**src/design/gnss_calendar_time_converter_macros.svh**
```systemverilog
// ----------------------------------------------------------------------------
// gnss calendar time converter assertion macros
// shared concurrent assertion forms, clocked on clk_i with reset rst_ni
// ----------------------------------------------------------------------------
`ifndef GNSS_CALENDAR_TIME_CONVERTER_MACROS_SVH
`define GNSS_CALENDAR_TIME_CONVERTER_MACROS_SVH

// same-cycle implication
`define GCTC_ASSERT_IMP(label, ante, cons, msg) \
  label: assert property (@(posedge clk_i) disable iff (!rst_ni) (ante) |-> (cons)) \
    else $error(msg);

// next-cycle implication
`define GCTC_ASSERT_NEXT(label, ante, cons, msg) \
  label: assert property (@(posedge clk_i) disable iff (!rst_ni) (ante) |=> (cons)) \
    else $error(msg);

`endif

```
**src/design/gctc_pkg.sv**
```systemverilog
// ----------------------------------------------------------------------------
// gctc_pkg
// types, constants and tables of the gnss calendar time converter
// ----------------------------------------------------------------------------
`default_nettype none

package gctc_pkg;

  localparam int WEEK_BITS = 13;

  localparam logic [39:0] US_PER_WEEK = 40'd604800000000;
  localparam logic [36:0] US_PER_DAY  = 37'd86400000000;
  localparam logic [31:0] US_PER_HOUR = 32'd3600000000;
  localparam logic [25:0] US_PER_MIN  = 26'd60000000;
  localparam logic [36:0] BDS_LEAP_US = 37'd14000000;

  localparam int BDS_DAYS      = 9492;
  localparam int GPS_EPOCH_MJD = 44244;
  localparam int MJD_DAYS_MAX  = 131071 - GPS_EPOCH_MJD;
  localparam int MJD_DAY_OFS   = 679019 + GPS_EPOCH_MJD;
  localparam int CAL_B_OFS     = GPS_EPOCH_MJD + 2400001 + 1537;
  localparam int CAL_X_OFS     = 100 * CAL_B_OFS - 12210;
  localparam int YEAR_BASE     = 4715;

  // exact reciprocals: shift = operand bits + ceil(log2 divisor)
  localparam int CENT_SH = 44;
  localparam longint unsigned CENT_MUL = ((64'd1 << CENT_SH) + 64'd36524) / 64'd36525;
  localparam int MON_SH = 43;
  localparam longint unsigned MON_MUL = ((64'd1 << MON_SH) + 64'd306000) / 64'd306001;
  localparam int HOUR_SH = 49;
  localparam longint unsigned HOUR_MUL = ((64'd1 << HOUR_SH) + 64'd3515624) / 64'd3515625;
  localparam int MIN_SH = 42;
  localparam longint unsigned MIN_MUL = ((64'd1 << MIN_SH) + 64'd234374) / 64'd234375;
  localparam int SEVEN_SH = 23;
  localparam longint unsigned SEVEN_MUL = ((64'd1 << SEVEN_SH) + 64'd6) / 64'd7;

  typedef struct packed {
    logic        kind;
    logic        use_bds;
    logic [11:0] cal_year;
    logic [3:0]  cal_month;
    logic [4:0]  cal_day;
    logic [4:0]  cal_hour;
    logic [5:0]  cal_minute;
    logic [25:0] cal_micros;
    logic [12:0] week_in;
    logic [39:0] week_micros_in;
  } in_item_t;

  typedef struct packed {
    logic [19:0] sel_days;
    logic [36:0] sel_sod;
    logic [16:0] gps_days;
    logic [36:0] gps_sod;
    logic        err;
  } front_out_t;

  typedef struct packed {
    logic [12:0] week;
    logic [39:0] sow;
    logic        err;
  } week_res_t;

  typedef struct packed {
    logic [4:0]  hour;
    logic [5:0]  minute;
    logic [25:0] micros;
  } tod_res_t;

  typedef struct packed {
    logic [11:0] year;
    logic [3:0]  month;
    logic [4:0]  day;
    logic [16:0] mjd;
  } cal_res_t;

  // floor(30.6001 * e)
  function automatic logic [8:0] jd_month_days(input logic [4:0] e);
    logic [8:0] r;
    case (e)
      5'd0:    r = 9'd0;
      5'd1:    r = 9'd30;
      5'd2:    r = 9'd61;
      5'd3:    r = 9'd91;
      5'd4:    r = 9'd122;
      5'd5:    r = 9'd153;
      5'd6:    r = 9'd183;
      5'd7:    r = 9'd214;
      5'd8:    r = 9'd244;
      5'd9:    r = 9'd275;
      5'd10:   r = 9'd306;
      5'd11:   r = 9'd336;
      5'd12:   r = 9'd367;
      5'd13:   r = 9'd397;
      5'd14:   r = 9'd428;
      5'd15:   r = 9'd459;
      5'd16:   r = 9'd489;
      default: r = 9'd0;
    endcase
    return r;
  endfunction

  function automatic logic [39:0] day_us(input logic [2:0] k);
    return 40'(k) * 40'(US_PER_DAY);
  endfunction

endpackage

`default_nettype wire

```
**src/design/gctc_tod.sv**
```systemverilog
// ----------------------------------------------------------------------------
// gctc_tod
// six stages: micros of day split into hour, minute and micros of minute
// ----------------------------------------------------------------------------
`default_nettype none

module gctc_tod import gctc_pkg::*; (
  input  wire logic        clk_i,
  input  wire logic        en_i,
  input  wire logic [36:0] sod_i,
  output tod_res_t         res_o
);

  logic [36:0] sod1_q;
  logic [4:0]  h1_q, h2_q, h3_q;
  logic [31:0] remh2_q, remh3_q;
  logic [5:0]  mn3_q;
  tod_res_t    res_q [3];

  logic [54:0] prod_h;
  logic [48:0] prod_m;

  always_comb begin
    prod_h = 55'(sod_i[36:10]) * 55'(HOUR_MUL);
    prod_m = 49'(remh2_q[31:8]) * 49'(MIN_MUL);
  end

  always_ff @(posedge clk_i) begin
    if (en_i) begin
      h1_q    <= prod_h[HOUR_SH +: 5];
      sod1_q  <= sod_i;
      remh2_q <= 32'(sod1_q - 37'(h1_q) * 37'(US_PER_HOUR));
      h2_q    <= h1_q;
      mn3_q   <= prod_m[MIN_SH +: 6];
      remh3_q <= remh2_q;
      h3_q    <= h2_q;
      res_q[0].hour   <= h3_q;
      res_q[0].minute <= mn3_q;
      res_q[0].micros <= 26'(remh3_q - 32'(mn3_q) * 32'(US_PER_MIN));
      res_q[1] <= res_q[0];
      res_q[2] <= res_q[1];
    end
  end

  assign res_o = res_q[2];

endmodule

`default_nettype wire

```
**config.mk**
```make
export PLATFORM = sky130hd
export DESIGN_NAME = gctc_tod
export DESIGN_NICKNAME = d
export VERILOG_FILES = /design/src/design/gnss_calendar_time_converter_macros.svh /design/src/design/gctc_pkg.sv /design/src/design/gctc_tod.sv
export SDC_FILE = /design/constraint.sdc
export NUM_CORES = 2
export LEC_CHECK = 0
export BUFFER_PORTS_ARGS = -buffer_cell sky130_fd_sc_hd__buf_2
export CAP_MARGIN = 10
export CORE_MARGIN = 5
export CORE_UTILIZATION = 35
export DETAILED_ROUTE_END_ITERATION = 8
export HOLD_SLACK_MARGIN = 0.12
export PLACE_DENSITY = 0.6
export SLEW_MARGIN = 10
export SYNTH_ARGS = -nofsm -noshare
export SYNTH_HDL_FRONTEND = slang
export SYNTH_SLANG_ARGS = --single-unit
```
**constraint.sdc**
```tcl
create_clock -name clk_i -period 8.2 [get_ports clk_i]
set_input_delay 0.82 -clock clk_i [delete_from_list [all_inputs] [get_ports clk_i]]
set_output_delay 0.82 -clock clk_i [all_outputs]
set_load 0.01 [all_outputs]
```
==> flow_summary.json <==
{
  "yosysWarningCount": 0,
  "synth-edff-count": 222,
  "drt-met1-wl_um": 30440,
  "slew_headroom_pct": 41.20,
  "slew_violations": 0,
  "track_usage_pct": 14.48,
  "drt-total-wl_um": 68850,
  "ant_nets": 0,
  "rsz0062_at_grt": "false",
  "worst_hold_slack_ps": 415.8,
  "syn-num-nets": 4005,
  "io_pins": 76,
  "tightest_slew_ps": 881.9,
  "synth_seq_cells": 222,
  "grt_start_max_net_pins": 87,
  "area_delta_synth_final_pct": 8.026,
  "fin_skew_ps": 28.81,
  "antenna_found_initial": 1,
  "path_max_fanout": 7,
  "clock_sinks": 222,
  "die_x_um": 312.2,
  "hp-class": "flop to flop",
  "grt-ovfl-total": 0,
  "fin_setup_tns_ps": 0,
  "clk_pin_slew_ps": 60,
  "rows": 110,
  "rrSetupSlack_ps": 740,
  "status": "complete, no violations",
  "grt_pass1_vias": 20490,
  "cts_tree": "yes",
  "postSynthCellCount": 2822,
  "cts_max_level": 1,
  "postCtsSetupBuffers": 0,
  "drt_iter0_markers": 809,
  "period_share_pct": 91.02,
  "n_antenna_cell": 0,
  "die-area_um2": 97450,
  "gp_congestion": 0.9195,
  "drive_gt1_share_pct": 5.485,
  "setup_violations": 0,
  "fmax_ghz": 0.1340,
  "clockBufferDepth": 3,
  "ys_seq_area_share_pct": 20.86,
  "routedWlPerCell_um": 16.82,
  "synth_top_area_share_pct": 32.76,
  "start_util_pct": 35.40,
  "crit_type": "flop to flop",
  "clock-root-buffer": "clkbuf_16",
  "crit_required_ps": 8530,
  "worst_ep_arrival_time_ps": 7800,
  "drc": 0,
  "synth_area_leaders": "fa_1 33%, ha_1 24%, edfxtp_1 21%, inv_1 10%, xnor2_1 1.6%",
  "vias_per_cell": 4.548,
  "synth_flop_cell": "edfxtp_1",
  "final_nets": 4079,
  "r2r-end": "mn3_q[5]",
  "min_period_ps": 7463,
  "cts_resized": 0,
  "ctsHoldBuffers": 0,
  "report.final.hold_viol_count": 0,
  "die_y_um": 312.2,
  "syn_area_um2": 31960,
  "cts_buffers": 27,
  "synth_area_leader_cell": "fa_1",
  "ys_types": 58,
  "top_layer": "met5",
  "clk_latency_ps": 590,
  "drtPass1Iterations": 5,
  "end_kind": "flop",
  "met3_length_um": 3616,
  "core_area_um2": 90290,
  "ys_async_sr_fraction_pct": 0,
  "timing.rr.start": "remh2_q[13]",
  "crit_path_start": "remh2_q[13]",
  "placed_cell_area_um2": 33590,
  "finalInstanceArea_um2": 34520,
  "grt_pass1_wl_um": 111300,
  "cap_violations": 0,
  "dp_hpwl_um": 60400,
  "crit_end": "mn3_q[5]",
  "reg2reg_depth": 21,
  "synth.avg_cell_area_um2": 11.32,
  "vias": 18610,
  "io_buffers": 75,
  "wl_met2_um": 32750,
  "startpoint_type": "flop"
}
## area by class of cell
cell class | instances | area [µm²]
clock inverter | 21 | 250.2
fill | 8882 | 55760
tap | 1176 | 1471
sequential | 222 | 6666
inverter | 882 | 3311
clock buffer | 29 | 683.2
timing repair buffer | 82 | 437.9
multi-input combinational | 1681 | 21700
## cell usage after synthesis (all sizes together) (5+ instances only)
cell / count
xnor2: 59
a21oi: 76
a31oi: 11
nand2b: 7
a21o: 44
inv: 882
nand2: 42
nor3: 16
o21a: 10
nor2b: 8
ha: 621
fa: 523
and3: 16
a211o: 5
or3: 7
o21bai: 11
a221oi: 7
edfxtp: 222
nand3: 19
o21ai: 40
nand4: 14
buf: 37
nor2: 44
xor2: 28
o211ai: 6
or2: 15
## state kept, by name (all words and copies together), names as in the netlist
name,flops
res_q,111
sod1_q,32
remh2_q,32
h1_q,5
mn3_q,6
h2_q,5
h3_q,5
remh3_q,26
## layer usage
layer,global-route usage (%),vias to the layer above
met5,0,-
met4,3.573,2
met3,3.340,96
met2,24.51,302
met1,18.93,9165
li1,-,9049
## layout by cell type, fill, tap and decap left out, types with 15 or more instances in the layout
cell,Yosys,final
ha_1,621,621
o21ai_0,40,40
or2_2,15,15
nor2_1,44,44
clkbuf_16,0,27
nand2_1,42,42
edfxtp_1,222,222
nor3_1,16,16
buf_2,0,74
nand3_1,19,19
xor2_1,28,28
fa_1,523,523
xnor2_1,59,59
a21oi_1,73,73
inv_1,882,882
a21o_1,42,42
## through the flow
step	std cells	setup WS [ps]	utilization (%)
2_1_floorplan	2822	1756	-
5_1_grt	4093	518.6	38.24
4_1_cts	4093	659.3	38.24
6_report	4093	736.5	38.24
3_5_place_dp	4043	661.5	37.20
3_3_place_gp	4043	672.7	37.20
## kinds of logic after synthesis
group | count (synthesis) | synth area share, %
fa+ha+maj | 1144 | 57.07
buf+inv | 919 | 11.23
compound gates | 249 | 5.246
flops | 222 | 20.86
simple gates | 199 | 3.144
xor+xnor | 87 | 2.384
mux | 2 | 0.06264
## how the worst min path moves through the flow
| stage | start | end | cells past startpoint |
|---|---|---|---|
| 2_1_floorplan | h2_q[0] | h3_q[0] | 0 |
| 3_3_place_gp | remh3_q[6] | res_q[0][6] | 0 |
| 3_5_place_dp | sod1_q[1] | remh2_q[1] | 0 |
| 4_1_cts | sod_i[0] | sod1_q[0] | 1 |
| 5_1_grt | sod_i[0] | sod1_q[0] | 1 |
| 6_report | res_q[0][34] | res_q[0][71] | 0 |
## critical path, stage by stage, from the launching register on
cell and delay, ps:
edfxtp_1 700, fa_1 590, fa_1 510, inv_1 60, fa_1 560, fa_1 450
fa_1 550, inv_1 50, fa_1 470, inv_1 50, fa_1 470, inv_1 40
ha_1 270, nand4_1 140, nor4_1 600, o2111ai_1 280, o21ai_0 270, o21ai_0 180
buf_4 190, o311ai_0 500, a21oi_1 160, xnor2_1 140
Power is not shown: default switching activity piles up to over one toggle a cycle in this logic, so the estimate is an artifact.
