[config.mk]
export PLATFORM = sky130hd
export DESIGN_NAME = gctc_cal
export DESIGN_NICKNAME = d
export VERILOG_FILES = /design/src/design/gnss_calendar_time_converter_macros.svh /design/src/design/gctc_pkg.sv /design/src/design/gctc_cal.sv
export SDC_FILE = /design/constraint.sdc
export NUM_CORES = 2
export LEC_CHECK = 0
export BUFFER_PORTS_ARGS = -buffer_cell sky130_fd_sc_hd__buf_2
export CAP_MARGIN = 5
export CORE_MARGIN = 2
export CORE_UTILIZATION = 40
export CTS_CLUSTER_DIAMETER = 30
export DETAILED_ROUTE_END_ITERATION = 8
export GPL_TIMING_DRIVEN = 1
export MAX_ROUTING_LAYER = met4
export PLACE_DENSITY = 0.64
export SETUP_SLACK_MARGIN = 0.3
export SYNTH_ARGS = -nofsm -noshare
export SYNTH_HDL_FRONTEND = slang
export SYNTH_SLANG_ARGS = --single-unit
[constraint.sdc]
create_clock -name clk_i -period 12.6 [get_ports clk_i]
set_input_delay 2.52 -clock clk_i [delete_from_list [all_inputs] [get_ports clk_i]]
set_output_delay 2.52 -clock clk_i [all_outputs]
set_load 0.01 [all_outputs]
[src/design/gnss_calendar_time_converter_macros.svh]
// ----------------------------------------------------------------------------
// gnss calendar time converter assertion macros
// shared concurrent assertion forms, clocked on clk_i with reset rst_ni
// ----------------------------------------------------------------------------
`ifndef GNSS_CALENDAR_TIME_CONVERTER_MACROS_SVH
`define GNSS_CALENDAR_TIME_CONVERTER_MACROS_SVH

// same-cycle implication
`define GCTC_ASSERT_IMP(label, ante, cons, msg) \
  label: assert property (@(posedge clk_i) disable iff (!rst_ni) (ante) |-> (cons)) \
    else $error(msg);

// next-cycle implication
`define GCTC_ASSERT_NEXT(label, ante, cons, msg) \
  label: assert property (@(posedge clk_i) disable iff (!rst_ni) (ante) |=> (cons)) \
    else $error(msg);

`endif

[src/design/gctc_pkg.sv]
// ----------------------------------------------------------------------------
// gctc_pkg
// types, constants and tables of the gnss calendar time converter
// ----------------------------------------------------------------------------
`default_nettype none

package gctc_pkg;

  localparam int WEEK_BITS = 13;

  localparam logic [39:0] US_PER_WEEK = 40'd604800000000;
  localparam logic [36:0] US_PER_DAY  = 37'd86400000000;
  localparam logic [31:0] US_PER_HOUR = 32'd3600000000;
  localparam logic [25:0] US_PER_MIN  = 26'd60000000;
  localparam logic [36:0] BDS_LEAP_US = 37'd14000000;

  localparam int BDS_DAYS      = 9492;
  localparam int GPS_EPOCH_MJD = 44244;
  localparam int MJD_DAYS_MAX  = 131071 - GPS_EPOCH_MJD;
  localparam int MJD_DAY_OFS   = 679019 + GPS_EPOCH_MJD;
  localparam int CAL_B_OFS     = GPS_EPOCH_MJD + 2400001 + 1537;
  localparam int CAL_X_OFS     = 100 * CAL_B_OFS - 12210;
  localparam int YEAR_BASE     = 4715;

  // exact reciprocals: shift = operand bits + ceil(log2 divisor)
  localparam int CENT_SH = 44;
  localparam longint unsigned CENT_MUL = ((64'd1 << CENT_SH) + 64'd36524) / 64'd36525;
  localparam int MON_SH = 43;
  localparam longint unsigned MON_MUL = ((64'd1 << MON_SH) + 64'd306000) / 64'd306001;
  localparam int HOUR_SH = 49;
  localparam longint unsigned HOUR_MUL = ((64'd1 << HOUR_SH) + 64'd3515624) / 64'd3515625;
  localparam int MIN_SH = 42;
  localparam longint unsigned MIN_MUL = ((64'd1 << MIN_SH) + 64'd234374) / 64'd234375;
  localparam int SEVEN_SH = 23;
  localparam longint unsigned SEVEN_MUL = ((64'd1 << SEVEN_SH) + 64'd6) / 64'd7;

  typedef struct packed {
    logic        kind;
    logic        use_bds;
    logic [11:0] cal_year;
    logic [3:0]  cal_month;
    logic [4:0]  cal_day;
    logic [4:0]  cal_hour;
    logic [5:0]  cal_minute;
    logic [25:0] cal_micros;
    logic [12:0] week_in;
    logic [39:0] week_micros_in;
  } in_item_t;

  typedef struct packed {
    logic [19:0] sel_days;
    logic [36:0] sel_sod;
    logic [16:0] gps_days;
    logic [36:0] gps_sod;
    logic        err;
  } front_out_t;

  typedef struct packed {
    logic [12:0] week;
    logic [39:0] sow;
    logic        err;
  } week_res_t;

  typedef struct packed {
    logic [4:0]  hour;
    logic [5:0]  minute;
    logic [25:0] micros;
  } tod_res_t;

  typedef struct packed {
    logic [11:0] year;
    logic [3:0]  month;
    logic [4:0]  day;
    logic [16:0] mjd;
  } cal_res_t;

  // floor(30.6001 * e)
  function automatic logic [8:0] jd_month_days(input logic [4:0] e);
    logic [8:0] r;
    case (e)
      5'd0:    r = 9'd0;
      5'd1:    r = 9'd30;
      5'd2:    r = 9'd61;
      5'd3:    r = 9'd91;
      5'd4:    r = 9'd122;
      5'd5:    r = 9'd153;
      5'd6:    r = 9'd183;
      5'd7:    r = 9'd214;
      5'd8:    r = 9'd244;
      5'd9:    r = 9'd275;
      5'd10:   r = 9'd306;
      5'd11:   r = 9'd336;
      5'd12:   r = 9'd367;
      5'd13:   r = 9'd397;
      5'd14:   r = 9'd428;
      5'd15:   r = 9'd459;
      5'd16:   r = 9'd489;
      default: r = 9'd0;
    endcase
    return r;
  endfunction

  function automatic logic [39:0] day_us(input logic [2:0] k);
    return 40'(k) * 40'(US_PER_DAY);
  endfunction

endpackage

`default_nettype wire

[src/design/gctc_cal.sv]
// ----------------------------------------------------------------------------
// gctc_cal
// six stages: modified julian day to calendar date
// ----------------------------------------------------------------------------
`default_nettype none

module gctc_cal import gctc_pkg::*; (
  input  wire logic        clk_i,
  input  wire logic        en_i,
  input  wire logic [16:0] days_i,
  output cal_res_t         res_o
);

  logic [27:0] x_q;
  logic [21:0] b1_q, b2_q;
  logic [16:0] mjd_q [5];
  logic [12:0] c2_q, c3_q, c4_q, c5_q;
  logic [9:0]  bmd3_q, bmd4_q, bmd5_q;
  logic [23:0] x2_q;
  logic [4:0]  e_q;
  cal_res_t    res_q;

  logic [56:0] prod_c;
  logic [48:0] prod_e;
  logic [21:0] dd;
  logic [3:0]  mon;

  always_comb begin
    prod_c = 57'(x_q) * 57'(CENT_MUL);
    dd     = 22'((24'(c2_q) * 24'd1461) >> 2);
    prod_e = 49'(x2_q) * 49'(MON_MUL);
    mon    = 4'(e_q - 5'd1 - ((e_q >= 5'd14) ? 5'd12 : 5'd0));
  end

  always_ff @(posedge clk_i) begin
    if (en_i) begin
      x_q      <= 28'(28'(days_i) * 28'd100 + 28'(CAL_X_OFS));
      b1_q     <= 22'(days_i) + 22'(CAL_B_OFS);
      mjd_q[0] <= days_i + 17'(GPS_EPOCH_MJD);
      c2_q     <= prod_c[CENT_SH +: 13];
      b2_q     <= b1_q;
      mjd_q[1] <= mjd_q[0];
      bmd3_q   <= 10'(b2_q - dd);
      c3_q     <= c2_q;
      mjd_q[2] <= mjd_q[1];
      x2_q     <= 24'(bmd3_q) * 24'd10000;
      bmd4_q   <= bmd3_q;
      c4_q     <= c3_q;
      mjd_q[3] <= mjd_q[2];
      e_q      <= prod_e[MON_SH +: 5];
      bmd5_q   <= bmd4_q;
      c5_q     <= c4_q;
      mjd_q[4] <= mjd_q[3];
      res_q.day   <= 5'(bmd5_q - 10'(jd_month_days(e_q)));
      res_q.month <= mon;
      res_q.year  <= 12'(c5_q - 13'(YEAR_BASE) - ((mon >= 4'd3) ? 13'd1 : 13'd0));
      res_q.mjd   <= mjd_q[4];
    end
  end

  assign res_o = res_q;

endmodule

`default_nettype wire

==> metrics.txt <==
Worst Path Required 13.04 ns; Arrival @ worst endpoint 8.44 ns; area added between synthesis and finish 9.67%; post-synthesis sequential area ratio between 20% and 30%; combined global-route utilization of all metal layers 18.6%; Max Freq 0.125 GHz; CP Capture Type flop; post-synthesis sequential element count 258; Core Region 0.0870 mm²; Die Y 301 µm; worst reg-to-reg setup slack 4.60 ns; YS warnings 0; placement-stage cell area 0.0370 mm²; Nets 4445; number of global-route vias before repair 22.9k; Slowest Stage Delay on Critical Path 0.61 ns; total of cells resized after clock tree synthesis 0; clk sinks 258; DPL Wire Length 68100 µm; peak fanout along the critical path 6; buffer count from post-CTS setup fixing 0; Worst path slowest cell o311ai_0; share of the core filled with cells in the final layout 44.4%; number of DRC violations after detailed-routing iteration 0 1051; series of cell instances along the critical path ha_1, fa_1, fa_1, inv_1, fa_1, inv_1, fa_1, fa_1, inv_1, fa_1, inv_1, ha_1, o21ai_0, a21oi_1, o311ai_0, nor3b_1, mux2_2, nor3_1, ha_1, o21ai_0, nand2_1, o22ai_1, a311oi_1, o31a_1; distinct cell type count after synthesis 76; type of origin of the critical path flop; result of the run finished, final reports clean; post-route DRC violation count 0; final std cell area, no fill 0.0387 mm²; most prevalent standard cell on the critical path fa_1; final critical-path share of the clock period 63.5%; TritonCTS clock tree built; commonest non-fill, non-tap cells in the layout inv_1, ha_1, fa_1; count of nets left with antenna violations after detail routing 0; CTS Buffer Depth 3; commonest non-fill, non-tap cell in the layout inv_1; Mapped Area 0.0353 mm²; Routed wire per std cell about 18 µm; die width 301 µm; prevailing post-synth register cell edfxtp_1; setup repair after global routing missed its margin no; count of flip-flops with a built-in enable after synthesis ~250; final hold viol count 0; initial core utilization between 40% and 50%; total number of vias 21.1k; initial antenna violation count 1; Final GP Congestion 0.979; worst hold-check path type flop to flop; largest net degree at the start of global routing about 150; share of final-layout standard cells stronger than drive strength 1 5.03%; number of nets in the synthesized netlist 4342; Post-Route Hold Slack 0.412 ns; vias per cell 4.79; CTS clk-pin slew, worst paths 0.06 ns; DIE AREA 0.0905 mm²; Ports 57; PortBufs 56; worst skew pair latency 0.57 ns; Setup TNS 0 ns; Post-CTS Hold Buffers 0; wire length of the first global-routing pass about 130000 µm; total setup violations reported at the end of the flow 0; skew final 0.0334 ns; fin crit period approximately 8 ns; total wirelength of the detailed-routed design 77800 µm; slew at the pin closest to its max-slew limit 0.827 ns; CTS H-tree lvls 2; root buf cell clkbuf_16; Avg Synthesized Cell Area 11.4 µm²; first-pass iteration count of the detailed router 5; number of instances in the synthesized netlist 3102; post-synthesis async set-or-reset flop share 0%; maxcap violations 0; Setup Crit Path Kind flop to flop; pins over their slew limit 0; Core Rows 108; Slew headroom 44.9%; TritonCTS buffer count 46; residual overflow from global routing 0
## per-stage QoR
stage / std cells / setup WS (ns)
2_1_floorplan: 3102 / 5.43
3_3_place_gp: 4312 / 4.71
3_5_place_dp: 4312 / 4.59
4_1_cts: 4397 / 4.61
5_1_grt: 4398 / 4.22
6_report: 4398 / 4.60
## synthesized netlist by cell type, types with 5 or more instances
master     count  share of area [%]
or2_2          7               0.12
a21oi_1       77                1.1
inv_1        940                 10
a2111oi_0      6               0.15
dfxtp_1        5               0.28
nor2b_1       13               0.23
o31a_1         5               0.12
a21o_1        39               0.83
a211oi_1      16               0.34
o21ai_1        6              0.085
and3_1         8               0.14
o31ai_1        5               0.11
o21bai_1      14               0.30
fa_1         564                 32
a31oi_1        7               0.12
nor3b_1        5               0.11
xnor2_1       99                2.5
nand4_1       16               0.28
nor3_1        18               0.26
edfxtp_1     253                 22
a211o_1        5               0.12
o21a_1        10               0.21
nor2_1        50               0.53
o21ai_0       43               0.61
xor2_1        39               0.97
o211ai_1       7               0.15
or3_1          6               0.11
mux2i_1        8               0.23
nand3_1       23               0.33
ha_1         657                 23
nand2_1       70               0.75
nand2b_1       6               0.11
## routing by layer
| metal | GRT usage (%) | vias to the layer above | part of all wire [%] |
|---|---|---|---|
| li1 | - | 10000 | - |
| met1 | 24.2 | 10500 | 45 |
| met2 | 30.9 | 364 | 49 |
| met3 | 2.51 | 101 | 4.0 |
| met4 | 4.10 | 0 | 2.2 |
| met5 | - | - | 0 |
## sequential cells by signal, indices dropped and copies added (netlist names), named ones only
| register | cells |
|---|---|
| c5_q | 12 |
| x2_q | 16 |
| bmd4_q | 5 |
| bmd5_q | 5 |
| b2_q | 10 |
| e_q | 5 |
| x_q | 23 |
| c2_q | 12 |
| c4_q | 12 |
| c3_q | 12 |
| mjd_q | 83 |
| res_o | 38 |
| b1_q | 10 |
| bmd3_q | 10 |
## final timing paths
path                              start       to  depth (start not counted)
worst min-delay path            b1_q[6]  b2_q[6]                          0
worst max-delay path            x2_q[9]     flop                         24
worst max register to register  x2_q[9]     flop                         24
worst min register to register  b1_q[6]  b2_q[6]                          0
## area by class of cell
type	instances	area, µm²
antenna	1	2.50
clock buffer	50	1170
clock inverter	35	487
fill	8184	48400
inverter	941	3530
multi-input combinational	1899	24000
sequential	258	7700
tap	1155	1450
timing repair buffer	59	325
## critical path: cells and delay by family, from the launching register on
kind | cells | cell delay [ns]
fa+ha+maj | 9 | 4.15
compound gates | 7 | 1.46
simple gates | 3 | 1.12
flops | 1 | 0.56
mux | 1 | 0.40
buf+inv | 4 | 0.20
## kinds of logic after synthesis
family / after synthesis / share of synthesized area, %
XOR/XNOR: 138 / 3.43
AO/OA/AOI/OAI: 277 / 5.28
multiplexers: 13 / 0.415
adder cells (fa/ha/maj): 1221 / 55.3
flip-flops: 258 / 21.8
AND/OR/NAND/NOR: 249 / 3.63
other: 1 / 0.0106
buffers and inverters: 945 / 10.1
Power is not shown: default switching activity piles up to over one toggle a cycle in this logic, so the estimate is an artifact.
