$ cat src/design/gnss_calendar_time_converter_macros.svh
// ----------------------------------------------------------------------------
// gnss calendar time converter assertion macros
// shared concurrent assertion forms, clocked on clk_i with reset rst_ni
// ----------------------------------------------------------------------------
`ifndef GNSS_CALENDAR_TIME_CONVERTER_MACROS_SVH
`define GNSS_CALENDAR_TIME_CONVERTER_MACROS_SVH

// same-cycle implication
`define GCTC_ASSERT_IMP(label, ante, cons, msg) \
  label: assert property (@(posedge clk_i) disable iff (!rst_ni) (ante) |-> (cons)) \
    else $error(msg);

// next-cycle implication
`define GCTC_ASSERT_NEXT(label, ante, cons, msg) \
  label: assert property (@(posedge clk_i) disable iff (!rst_ni) (ante) |=> (cons)) \
    else $error(msg);

`endif

$ cat src/design/gctc_pkg.sv
// ----------------------------------------------------------------------------
// gctc_pkg
// types, constants and tables of the gnss calendar time converter
// ----------------------------------------------------------------------------
`default_nettype none

package gctc_pkg;

  localparam int WEEK_BITS = 13;

  localparam logic [39:0] US_PER_WEEK = 40'd604800000000;
  localparam logic [36:0] US_PER_DAY  = 37'd86400000000;
  localparam logic [31:0] US_PER_HOUR = 32'd3600000000;
  localparam logic [25:0] US_PER_MIN  = 26'd60000000;
  localparam logic [36:0] BDS_LEAP_US = 37'd14000000;

  localparam int BDS_DAYS      = 9492;
  localparam int GPS_EPOCH_MJD = 44244;
  localparam int MJD_DAYS_MAX  = 131071 - GPS_EPOCH_MJD;
  localparam int MJD_DAY_OFS   = 679019 + GPS_EPOCH_MJD;
  localparam int CAL_B_OFS     = GPS_EPOCH_MJD + 2400001 + 1537;
  localparam int CAL_X_OFS     = 100 * CAL_B_OFS - 12210;
  localparam int YEAR_BASE     = 4715;

  // exact reciprocals: shift = operand bits + ceil(log2 divisor)
  localparam int CENT_SH = 44;
  localparam longint unsigned CENT_MUL = ((64'd1 << CENT_SH) + 64'd36524) / 64'd36525;
  localparam int MON_SH = 43;
  localparam longint unsigned MON_MUL = ((64'd1 << MON_SH) + 64'd306000) / 64'd306001;
  localparam int HOUR_SH = 49;
  localparam longint unsigned HOUR_MUL = ((64'd1 << HOUR_SH) + 64'd3515624) / 64'd3515625;
  localparam int MIN_SH = 42;
  localparam longint unsigned MIN_MUL = ((64'd1 << MIN_SH) + 64'd234374) / 64'd234375;
  localparam int SEVEN_SH = 23;
  localparam longint unsigned SEVEN_MUL = ((64'd1 << SEVEN_SH) + 64'd6) / 64'd7;

  typedef struct packed {
    logic        kind;
    logic        use_bds;
    logic [11:0] cal_year;
    logic [3:0]  cal_month;
    logic [4:0]  cal_day;
    logic [4:0]  cal_hour;
    logic [5:0]  cal_minute;
    logic [25:0] cal_micros;
    logic [12:0] week_in;
    logic [39:0] week_micros_in;
  } in_item_t;

  typedef struct packed {
    logic [19:0] sel_days;
    logic [36:0] sel_sod;
    logic [16:0] gps_days;
    logic [36:0] gps_sod;
    logic        err;
  } front_out_t;

  typedef struct packed {
    logic [12:0] week;
    logic [39:0] sow;
    logic        err;
  } week_res_t;

  typedef struct packed {
    logic [4:0]  hour;
    logic [5:0]  minute;
    logic [25:0] micros;
  } tod_res_t;

  typedef struct packed {
    logic [11:0] year;
    logic [3:0]  month;
    logic [4:0]  day;
    logic [16:0] mjd;
  } cal_res_t;

  // floor(30.6001 * e)
  function automatic logic [8:0] jd_month_days(input logic [4:0] e);
    logic [8:0] r;
    case (e)
      5'd0:    r = 9'd0;
      5'd1:    r = 9'd30;
      5'd2:    r = 9'd61;
      5'd3:    r = 9'd91;
      5'd4:    r = 9'd122;
      5'd5:    r = 9'd153;
      5'd6:    r = 9'd183;
      5'd7:    r = 9'd214;
      5'd8:    r = 9'd244;
      5'd9:    r = 9'd275;
      5'd10:   r = 9'd306;
      5'd11:   r = 9'd336;
      5'd12:   r = 9'd367;
      5'd13:   r = 9'd397;
      5'd14:   r = 9'd428;
      5'd15:   r = 9'd459;
      5'd16:   r = 9'd489;
      default: r = 9'd0;
    endcase
    return r;
  endfunction

  function automatic logic [39:0] day_us(input logic [2:0] k);
    return 40'(k) * 40'(US_PER_DAY);
  endfunction

endpackage

`default_nettype wire

$ cat src/design/gctc_front.sv
// ----------------------------------------------------------------------------
// gctc_front
// three stages: both request kinds reduced to day counts and micros of day
// ----------------------------------------------------------------------------
`default_nettype none

module gctc_front import gctc_pkg::*; (
  input  wire logic       clk_i,
  input  wire logic       en_i,
  input  wire in_item_t   item_i,
  output front_out_t      res_o
);

  // stage 1
  logic               kind_q, bds_q;
  logic signed [23:0] yterm_q;
  logic [4:0]         mp1_q, dd_q;
  logic [36:0]        tod_q;
  logic [39:0]        sow1_q;
  logic [13:0]        week1_q;

  logic               le2;
  logic signed [12:0] y_adj;
  logic [3:0]         m_adj;
  logic               wc;

  always_comb begin
    le2   = item_i.cal_month <= 4'd2;
    y_adj = $signed({1'b0, item_i.cal_year}) - (le2 ? 13'sd1 : 13'sd0);
    m_adj = le2 ? item_i.cal_month + 4'd12 : item_i.cal_month;
    wc    = item_i.week_micros_in >= US_PER_WEEK;
  end

  always_ff @(posedge clk_i) begin
    if (en_i) begin
      kind_q  <= item_i.kind;
      bds_q   <= item_i.use_bds;
      yterm_q <= (24'(y_adj) * 24'sd1461) >>> 2;
      mp1_q   <= 5'(m_adj) + 5'd1;
      dd_q    <= item_i.cal_day;
      tod_q   <= 37'(item_i.cal_hour) * 37'(US_PER_HOUR)
               + 37'(item_i.cal_minute) * 37'(US_PER_MIN)
               + 37'(item_i.cal_micros);
      sow1_q  <= wc ? item_i.week_micros_in - US_PER_WEEK : item_i.week_micros_in;
      week1_q <= 14'(item_i.week_in) + (wc ? 14'd1 : 14'd0);
    end
  end

  // stage 2
  logic               kind2_q, bds2_q;
  logic signed [23:0] d2_q;
  logic [36:0]        sod2_q;

  logic               tc;
  logic signed [23:0] d0;
  logic [2:0]         k1;
  logic [16:0]        ds1;

  always_comb begin
    tc = tod_q >= US_PER_DAY;
    d0 = yterm_q + $signed({15'b0, jd_month_days(mp1_q)}) + $signed({19'b0, dd_q})
       - 24'(MJD_DAY_OFS) + (tc ? 24'sd1 : 24'sd0);
    k1 = 3'd0;
    for (int j = 1; j < 7; j++) begin
      if (sow1_q >= day_us(3'(j))) k1 = 3'(j);
    end
    ds1 = (17'(week1_q) << 3) - 17'(week1_q) + 17'(k1);
  end

  always_ff @(posedge clk_i) begin
    if (en_i) begin
      kind2_q <= kind_q;
      bds2_q  <= bds_q;
      if (!kind_q) begin
        d2_q   <= d0;
        sod2_q <= tc ? tod_q - US_PER_DAY : tod_q;
      end else begin
        d2_q   <= $signed({7'b0, ds1});
        sod2_q <= 37'(sow1_q - day_us(k1));
      end
    end
  end

  // stage 3
  front_out_t         res_q;
  logic signed [23:0] ds_s, dg_s;
  logic [36:0]        sel_sod, gps_sod;
  logic [37:0]        g;
  logic               br, cy, neg;

  always_comb begin
    ds_s    = d2_q;
    dg_s    = d2_q;
    sel_sod = sod2_q;
    gps_sod = sod2_q;
    br      = sod2_q < BDS_LEAP_US;
    g       = 38'(sod2_q) + 38'(BDS_LEAP_US);
    cy      = g >= 38'(US_PER_DAY);
    neg     = 1'b0;
    if (!kind2_q) begin
      if (bds2_q) begin
        sel_sod = br ? sod2_q + US_PER_DAY - BDS_LEAP_US : sod2_q - BDS_LEAP_US;
        ds_s    = d2_q - 24'(BDS_DAYS) - (br ? 24'sd1 : 24'sd0);
      end
      neg = d2_q[23] | ds_s[23];
    end else if (bds2_q) begin
      gps_sod = cy ? 37'(g - 38'(US_PER_DAY)) : 37'(g);
      dg_s    = d2_q + 24'(BDS_DAYS) + (cy ? 24'sd1 : 24'sd0);
    end
  end

  always_ff @(posedge clk_i) begin
    if (en_i) begin
      res_q.sel_days <= 20'(ds_s);
      res_q.sel_sod  <= sel_sod;
      res_q.gps_days <= 17'(dg_s);
      res_q.gps_sod  <= gps_sod;
      res_q.err      <= neg | (dg_s > 24'(MJD_DAYS_MAX));
    end
  end

  assign res_o = res_q;

endmodule

`default_nettype wire

$ cat config.mk
export PLATFORM = sky130hd
export DESIGN_NAME = gctc_front
export DESIGN_NICKNAME = d
export VERILOG_FILES = /design/src/design/gnss_calendar_time_converter_macros.svh /design/src/design/gctc_pkg.sv /design/src/design/gctc_front.sv
export SDC_FILE = /design/constraint.sdc
export NUM_CORES = 1
export LEC_CHECK = 0
export BUFFER_PORTS_ARGS = -buffer_cell sky130_fd_sc_hd__clkbuf_2
export CAP_MARGIN = 20
export CORE_ASPECT_RATIO = 0.75
export CORE_MARGIN = 5
export CORE_UTILIZATION = 62
export CTS_CLUSTER_SIZE = 40
export DETAILED_ROUTE_END_ITERATION = 10
export PLACE_DENSITY = 0.92
export SYNTH_ARGS = -nofsm -noshare
export SYNTH_HDL_FRONTEND = slang
export SYNTH_SLANG_ARGS = --single-unit
$ cat constraint.sdc
create_clock -name clk_i -period 11 [get_ports clk_i]
set_input_delay 3.3 -clock clk_i [delete_from_list [all_inputs] [get_ports clk_i]]
set_output_delay 3.3 -clock clk_i [all_outputs]
set_load 0.05 [all_outputs]
==> flow_metrics.env <==
export IMPL_status="finished clean"
export IMPL_final_max_slew_violation_count=0
export IMPL_end_kind="register"
export IMPL_ir_drop_uv=181
export IMPL_slew_headroom_pct=23.3
export IMPL_synth_area_mm2=0.0270
export IMPL_fp_dieW_um=251
export IMPL_grt_pass1_vias=21110
export IMPL_finalCritPeriodShare_pct=87.5
export IMPL_powerDensity_mw_per_mm2=285
export IMPL_grt_util_all_layers_pct=28.4
export IMPL_synth_edf_count=293
export IMPL_start_util_pct=62.5
export IMPL_synthArstFlopShare_pct=0
export IMPL_fill_cells=3225
export IMPL_mostFrequentLayoutCell="inv_1"
export IMPL_leakage_nw=13.0
export IMPL_synth_distinct_cells=90
export IMPL_cp_slowest_stage_delay_ns=0.54
export IMPL_required_ns=11.31
export IMPL_die_area_mm2=0.0479
export IMPL_finalSetupViolations=0
export IMPL_clkLatencyLatePin_ns=0.61
export IMPL_synth_avg_cell_area_um2=9.70
export IMPL_fp_dieH_um=191
export IMPL_whs_endpoint="bds2_q$_DFFE_PP_"
export IMPL_place_congestion=0.942
export IMPL_io_buffers=226
export IMPL_hold_viol_final=0
export IMPL_num_vias=21739
export IMPL_worstMarginPinSlew_ns=1.13
export IMPL_cts_repair_resized=0
export IMPL_r2r_end="sod2_q[36]$_DFFE_PP_"
export IMPL_drive_above_1_share_pct=11.5
export IMPL_synth_ff_type="edfxtp_1"
export IMPL_synth_cells=2789
export IMPL_routed_wl_um=70000
export IMPL_grt_pass1_wl_um=111000
export IMPL_io_pins=227
export IMPL_postRouteAntennaNets=0
export IMPL_r2r_slack_ns=2.12
export IMPL_syn_nets=3316
export IMPL_coreArea_mm2=0.0433
export IMPL_cts_tree="done"
export IMPL_path_class="input port to register"
export IMPL_cp_data_arrival_time_ns=9.94
export IMPL_power_w=0.00849
export IMPL_dr_pass1_iters=6
export IMPL_clk_pin_slew_ns=0.06
export IMPL_rows=66
export IMPL_synth_warning_count=0
export IMPL_h_tree_depth=1
export IMPL_cts_hold_buffers=0
export IMPL_postCtsSetupBuffers=0
export IMPL_rsz0062_at_grt="no"
export IMPL_setup_tns_ns=0
export IMPL_grt_ovfl_total=0
export IMPL_maxCapViolCount=0
export IMPL_clock_sinks=302
export IMPL_grt_max_degree=93
export IMPL_finalCriticalPeriod_ns=9.63
export IMPL_antenna_found_initial=1
export IMPL_path_max_fanout=7
export IMPL_drc_errors=0
export IMPL_root_buffer="clkbuf_16"
export IMPL_fin_skew_ns=0.0425
export IMPL_cts_buffers=31
export IMPL_start_kind="input port"
export IMPL_r2r_start="sow1_q[25]$_DFFE_PP_"
export IMPL_hold_class="register to register"
export IMPL_dr_first_iter_drc_count=2277
export IMPL_viasPerCell=6.09
export IMPL_clk_path_buf_depth=3
export IMPL_final_cell_mix="inv_1, ha_1, edfxtp_1"
export IMPL_layout_nets=3494
export IMPL_area_delta_synth_final_pct=9.93
export IMPL_rr_worst_depth=28
export IMPL_ys_seq_elements=302
export IMPL_dpl_hpwl_um=55000
export IMPL_ys_seq_area_share_pct=33.2
export IMPL_hold_depth=0
export IMPL_max_freq_ghz=0.104
export IMPL_routedWlPerCell_um=19.6
export IMPL_worstHoldStart="bds_q$_DFFE_PP_"
export IMPL_slowest_stage="fa_1"
export IMPL_antenna_cells=0
## synthesized netlist by cell type, types with 71 or more instances
cell / count / area (µm²)
nor2_1: 177 / 664
nand2_1: 178 / 668
xnor2_1: 200 / 1750
nand3_1: 75 / 375
ha_1: 307 / 3840
o21ai_0: 158 / 791
edfxtp_1: 293 / 8800
clkbuf_1: 71 / 267
inv_1: 308 / 1160
fa_1: 105 / 2100
a21oi_1: 151 / 756
xor2_1: 104 / 911
## through the flow
step                setup slack (ns)  utilization, %  instances  hold slack (ns)  area [µm²]
finish                          1.37            68.7       3570            0.421       29700
global route                   0.893            68.7       3570            0.445       29700
CTS                             1.42            68.6       3568            0.415       29700
detailed placement             0.827            66.1       3510            0.408       28600
global placement                1.10            66.1       3510            0.401       28600
floorplan                       1.66               -       2789            0.400       27000
## final cells by class
class                      count  area [µm²]  area share [%]
sequential                   302        8980            30.2
clock buffer                  36         795            2.67
tap                          578         723            2.43
timing repair buffer         238        1250            4.21
inverter                     310        1160            3.91
multi-input combinational   2084       16500            55.5
clock inverter                22         314            1.06
## power by group
group          total (W)  leakage, nW  switching, W  internal (W)
sequential       0.00223         2.95      0.000398       0.00183
clock            0.00115        0.529      0.000464      0.000686
combinational    0.00510         9.52       0.00313       0.00197
total            0.00849         13.0       0.00399       0.00449
## how the worst max path moves through the flow
stage	slack, ns	cells after the start	startpoint	endpoint
after floorplan	1.66	27	item_i[82]	tod_q[34]$_DFFE_PP_
after global placement	1.10	28	item_i[83]	tod_q[34]$_DFFE_PP_
after detailed placement	0.83	28	item_i[97]	yterm_q[21]$_DFFE_PP_
after CTS	1.42	28	item_i[97]	yterm_q[21]$_DFFE_PP_
after global routing	0.89	28	item_i[97]	yterm_q[21]$_DFFE_PP_
final	1.37	28	item_i[97]	yterm_q[21]$_DFFE_PP_
## layer usage
layer | global-route usage [%] | share of wire [%] | routed length [µm] | up-vias
li1 | - | - | - | 10257
met1 | 41.5 | 44 | 30600 | 10306
met2 | 45.7 | 46 | 31900 | 1058
met3 | 4.15 | 8.8 | 6130 | 116
met4 | 5.73 | 2.0 | 1410 | 2
met5 | 0 | 0.019 | 13 | -
## logic make-up after synthesis
| group | after synthesis | share of synthesized area [%] |
|---|---|---|
| DFF | 302 | 33.2 |
| muxes | 27 | 1.12 |
| buffers and inverters | 403 | 5.80 |
| xor gates and xnor gates | 305 | 9.91 |
| adders and majority gates | 413 | 22.0 |
| AOI/OAI and AO/OA | 607 | 14.5 |
| and+or+nand+nor | 732 | 13.4 |
## registers in the layout (all words and copies together), names as in the netlist, 5 cells and up, named ones only
register / count
res_o: 105
yterm_q: 22
dd_q: 5
d2_q: 24
week1_q: 14
sow1_q: 40
mp1_q: 5
tod_q: 37
sod2_q: 37
## critical path, delay by kind of cell
kind            cells  cell delay (ns)
simple gates        4             0.56
compound gates      7             1.66
xor+xnor            2             0.56
buf+inv             6             0.46
fa+ha+maj           9             3.38
Note: power is estimated with default switching activity, not from simulation.
